<file path="config.mk">
export PLATFORM = sky130hd
export DESIGN_NAME = vofn_ctrl
export DESIGN_NICKNAME = d
export VERILOG_FILES = /design/src/vofn_pkg.sv /design/src/vofn_ctrl.sv
export SDC_FILE = /design/constraint.sdc
export NUM_CORES = 1
export LEC_CHECK = 0
export ABC_AREA = 1
export BUFFER_PORTS_ARGS = -buffer_cell sky130_fd_sc_hd__buf_2
export CAP_MARGIN = 20
export CORE_AREA = 2 2 39 41
export CTS_BUF_LIST = sky130_fd_sc_hd__clkbuf_4 sky130_fd_sc_hd__clkbuf_8
export DETAILED_ROUTE_END_ITERATION = 10
export DIE_AREA = 0 0 41 43
export PLACE_DENSITY_LB_ADDON = 0.15
export RECOVER_POWER = 50
export SYNTH_ARGS = -nofsm -noshare
export SYNTH_HDL_FRONTEND = slang
export SYNTH_SLANG_ARGS = --single-unit
export TNS_END_PERCENT = 100
</file>
<file path="constraint.sdc">
create_clock -name i_clk -period 3.2 [get_ports i_clk]
set_clock_uncertainty 0.2 [all_clocks]
set_input_delay 0.32 -clock i_clk [delete_from_list [all_inputs] [get_ports i_clk]]
set_output_delay 0.32 -clock i_clk [all_outputs]
set_load 0.01 [all_outputs]
</file>
<file path="src/vofn_pkg.sv">
package vofn_pkg;

    localparam int HEIGHT    = 7;
    localparam int MAX_WIDTH = 1024;

    localparam int HR    = (HEIGHT - 1) / 2;
    localparam int RW    = (HR > 1) ? HR : 1;
    localparam int WS    = 2 * RW + 1;
    localparam int LINES = WS;
    localparam int HS    = 2 * HR + 1;
    localparam int DEPTH = LINES * MAX_WIDTH;

    localparam int FULL      = 32768;
    localparam int ONE_SLOPE = 65536;

    localparam int FRAC_W = 16;
    localparam int FW_W   = 11;
    localparam int METH_W = 2;
    localparam int COL_W  = $clog2(MAX_WIDTH);
    localparam int ROW_W  = 16;
    localparam int OCOL_W = 10;
    localparam int OUT_W  = 17;
    localparam int SLOT_W = $clog2(LINES);
    localparam int IDX_W  = $clog2(WS);
    localparam int ADDR_W = $clog2(DEPTH);

    // magnitude of a sum, a gradient or a unit slope
    localparam int MAG_W  = $clog2(((HS > 4) ? HS : 4) * FULL + 1);
    localparam int ACC_W  = MAG_W + 1;
    localparam int PROD_W = 2 * MAG_W;
    localparam int S_W    = MAG_W + 1;
    localparam int D_W    = S_W + 1;
    localparam int N_W    = MAG_W + 17;
    localparam int Q_W    = 16;
    localparam int QC_W   = $clog2(Q_W + 1);

    localparam logic [METH_W-1:0] METH_YOUNGS = 2'd0;
    localparam logic [METH_W-1:0] METH_HEIGHT = 2'd1;
    localparam logic [METH_W-1:0] METH_MYCS   = 2'd2;

    localparam logic REG_METHOD = 1'b0;
    localparam logic REG_WIDTH  = 1'b1;

    typedef struct packed {
        logic accept;
        logic rd;
        logic calc;
        logic pick;
        logic load_out;
    } t_cmd;

    typedef struct packed {
        logic emit;
        logic rd_last;
        logic div_busy;
        logic out_free;
    } t_stat;

    function automatic logic [MAG_W-1:0] mag_of(input logic signed [ACC_W-1:0] x);
        logic signed [ACC_W-1:0] neg;
        neg = -x;
        return (x < 0) ? neg[MAG_W-1:0] : x[MAG_W-1:0];
    endfunction

endpackage

</file>
<file path="src/vofn_ctrl.sv">
module vofn_ctrl
    import vofn_pkg::*;
(
    input  logic  i_clk,
    input  logic  i_rst_n,
    input  logic  i_in_valid,
    output logic  o_in_ready,
    input  t_stat i_stat,
    output t_cmd  o_cmd
);

    typedef enum logic [2:0] {
        S_IDLE,
        S_READ,
        S_DRAIN,
        S_CALC,
        S_PICK,
        S_DIV,
        S_DONE
    } t_state;

    t_state r_state;

    always_ff @(posedge i_clk) begin
        if (!i_rst_n) begin
            r_state <= S_IDLE;
        end else begin
            case (r_state)
                S_IDLE: begin
                    if (i_in_valid && i_stat.emit) begin
                        r_state <= S_READ;
                    end
                end
                S_READ: begin
                    if (i_stat.rd_last) begin
                        r_state <= S_DRAIN;
                    end
                end
                S_DRAIN: r_state <= S_CALC;
                S_CALC:  r_state <= S_PICK;
                S_PICK:  r_state <= S_DIV;
                S_DIV: begin
                    if (!i_stat.div_busy) begin
                        r_state <= S_DONE;
                    end
                end
                S_DONE: begin
                    if (i_stat.out_free) begin
                        r_state <= S_IDLE;
                    end
                end
                default: r_state <= S_IDLE;
            endcase
        end
    end

    always_comb begin
        o_in_ready     = (r_state == S_IDLE);
        o_cmd.accept   = (r_state == S_IDLE) && i_in_valid;
        o_cmd.rd       = (r_state == S_READ);
        o_cmd.calc     = (r_state == S_CALC);
        o_cmd.pick     = (r_state == S_PICK);
        o_cmd.load_out = (r_state == S_DONE) && i_stat.out_free;
    end

endmodule

</file>
==> flow_metrics.env <==
export IMPL_status="complete, no violations"
export IMPL_relSlewSlack_pct=82.99
export IMPL_critPathKind="flip-flop to primary output"
export IMPL_top_regs="r_state: 3 flops"
export IMPL_switching_share_pct=43.67
export IMPL_crit_arrival_ns=1.15
export IMPL_slew_violations=0
export IMPL_first_iter_violations=8
export IMPL_cp_data_required_time_ns=2.68
export IMPL_ys_types=15
export IMPL_clock_power_share_pct=27.2
export IMPL_power_leakage_nw=0.2044
export IMPL_wl_met1_um=218
export IMPL_slowest_stage="dfxtp_1"
export IMPL_report_final_setup_viol=0
export IMPL_grt_pass1_wl_um=855
export IMPL_setup_slack_ns=1.527
export IMPL_finalSetupTns_ns=0
export IMPL_dp_slack_ns=1.775
export IMPL_period_needed_ns=1.673
export IMPL_final_core_util_pct=25.59
export IMPL_dr_max_layer_used="met4"
export IMPL_critPathMaxFanout=8
export IMPL_ys_seq_area_share_pct=23.76
export IMPL_worst_slew_pin_slew_ns=0.2548
export IMPL_dr_pass1_iters=4
export IMPL_finish_net_count=66
export IMPL_wl_um=574
export IMPL_drc=0
export IMPL_path_cells="inv_1 -> and3_1 -> buf_2"
export IMPL_post_cts_buffers=0
export IMPL_grt_setup_unrepaired="no"
export IMPL_clock_latency_ns=0.24
export IMPL_critPathLaunchType="flip-flop"
export IMPL_worst_path_buf_inv=2
export IMPL_hp_class="primary input to flip-flop"
export IMPL_fp_row_count=14
export IMPL_postCtsHoldBufs=0
export IMPL_htree_levels=1
export IMPL_cts_root_buf="clkbuf_4"
export IMPL_comb_power_share_pct=47.9
export IMPL_dr_total_vias=303
export IMPL_syn_area_sq_um=252.7
export IMPL_fp_dieArea_sq_um=1763
export IMPL_antenna_found_initial=0
export IMPL_max_cap_violations=0
export IMPL_die_h_um=43
export IMPL_ys_ff_latch=3
export IMPL_final_cell_mix="11 x buf_2, 10 x nand2_1, 7 x inv_1, 7 x nor2_1, 4 x clkbuf_4"
export IMPL_core_area_sq_um=1384
export IMPL_finalCritPeriodShare_pct=52.29
export IMPL_syn_area_per_cell_sq_um=5.878
export IMPL_grt_usage_pct=7.523
export IMPL_grt_pass1_vias=257
export IMPL_critPathCaptureType="primary output"
export IMPL_wl_met2_um=298
export IMPL_largest_reg_flops=3
export IMPL_post_dp_hpwl_um=472.9
export IMPL_pwr_share_seq_pct=24.9
export IMPL_max_stage_delay_ns=0.45
export IMPL_switchingPower_mw=0.1250
export IMPL_port_buffers=12
export IMPL_powerDensity_nw_per_um2=808.7
export IMPL_cts_buffers_inserted=3
export IMPL_clk_pin_slew_ns=0.04
export IMPL_grt_max_degree=9
export IMPL_fmax_ghz=0.5976
export IMPL_yosys_warnings=0
export IMPL_critPathTopFamily="flip-flops"
export IMPL_place_congestion=0.7595
export IMPL_antennaDiodeCount=0
export IMPL_clk_path_buf_depth=2
export IMPL_top_register="r_state"
export IMPL_wl_met3_um=38
export IMPL_die_w_um=41
export IMPL_syn_num_nets=50
export IMPL_syn_inst=43
export IMPL_final_common_cell="buf_2"
export IMPL_irDropWorstVdd_v=0.0001440
export IMPL_initial_core_util_pct=18.26
export IMPL_wl_per_cell_um=7.757
export IMPL_hold_viol_final=0
export IMPL_final_layout_size_suffix_gt1_share_pct=32.76
export IMPL_tritoncts="done"
export IMPL_grt_overflow=0
export IMPL_place_inst=70
export IMPL_via_per_inst=4.095
export IMPL_ios=13
export IMPL_power_internal_mw=0.1613
export IMPL_cts_sink_count=3
export IMPL_final_cells=74
export IMPL_area_growth_synth_to_final_pct=40.10
export IMPL_postCtsResizedCells=0
export IMPL_postRouteAntennaNets=0
==> path summary, 6_finish.rpt <==
path / startpoint / endpoint / slack [ns] / cells past startpoint
setup reg to reg: r_state[2]$_SDFFE_PN0P_ / r_state[0]$_SDFFE_PN0P_ / 1.90 / 5
hold reg to reg: r_state[0]$_SDFFE_PN0P_ / r_state[2]$_SDFFE_PN0P_ / 0.40 / 2
hold / removal: i_rst_n / r_state[0]$_SDFFE_PN0P_ / 0.11 / 3
setup / recovery: r_state[2]$_SDFFE_PN0P_ / o_cmd[4] / 1.53 / 3
==> power by group through the flow <==
| stage | sequential [mW] | combinational, mW | clock (mW) |
|---|---|---|---|
| final | 0.0713 | 0.137 | 0.0778 |
| after CTS | 0.0709 | 0.142 | 0.0788 |
| after floorplan | 0.0642 | 0.110 | 0 |
| after global placement | 0.0729 | 0.146 | 0 |
| after detailed placement | 0.0715 | 0.142 | 0 |
| after global routing | 0.0739 | 0.158 | 0.0803 |
==> per-layer routing <==
metal / vias up / track usage (%)
li1: 166 / -
met1: 127 / 7.051
met2: 8 / 11.88
met3: 2 / 1.571
met4: 0 / 8.000
met5: - / 0
==> final cells by class <==
type / count / area [sq um]
fill: 166 / 1030
multi-input combinational: 32 / 158.9
inverter: 7 / 26.28
timing repair buffer: 12 / 58.81
sequential: 3 / 60.06
tap: 16 / 20.02
clock buffer: 4 / 30.03
==> metrics by stage <==
stage / area, sq um / power (mW) / hold WS, ns
2_1_floorplan: 252.7 / 0.1745 / 0.2176
3_5_place_dp: 325.3 / 0.2132 / 0.3512
6_report: 354.1 / 0.2863 / 0.1084
4_1_cts: 355.3 / 0.2922 / 0.1077
3_3_place_gp: 325.3 / 0.2187 / 0.3462
5_1_grt: 354.1 / 0.3118 / 0.1144
==> cells by family after synthesis <==
family | count (synthesis) | share of synthesized area (%)
AOI/OAI and AO/OA | 4 | 7.917
buffers and inverters | 8 | 13.37
DFF | 3 | 23.76
and+or+nand+nor | 28 | 54.96
==> worst min-delay path, stage by stage <==
cell and delay [ns]:
buf_2 0.10, nand2_1 0.05, inv_1 0.04
==> Yosys cell counts <==
cell	number	share of area, %
nand3_4	1	6.9
buf_4	1	3.0
nor2_1	7	10
nor2_2	1	2.5
o21ai_1	1	2.0
a21oi_1	1	2.0
nand2_2	2	4.9
nand3_1	2	4.0
and3_1	1	2.5
nand4_1	2	4.9
nand2_1	10	15
nor3_1	2	4.0
inv_1	7	10
dfxtp_1	3	24
o21ai_0	2	4.0
(Power assumes the default switching activity.)
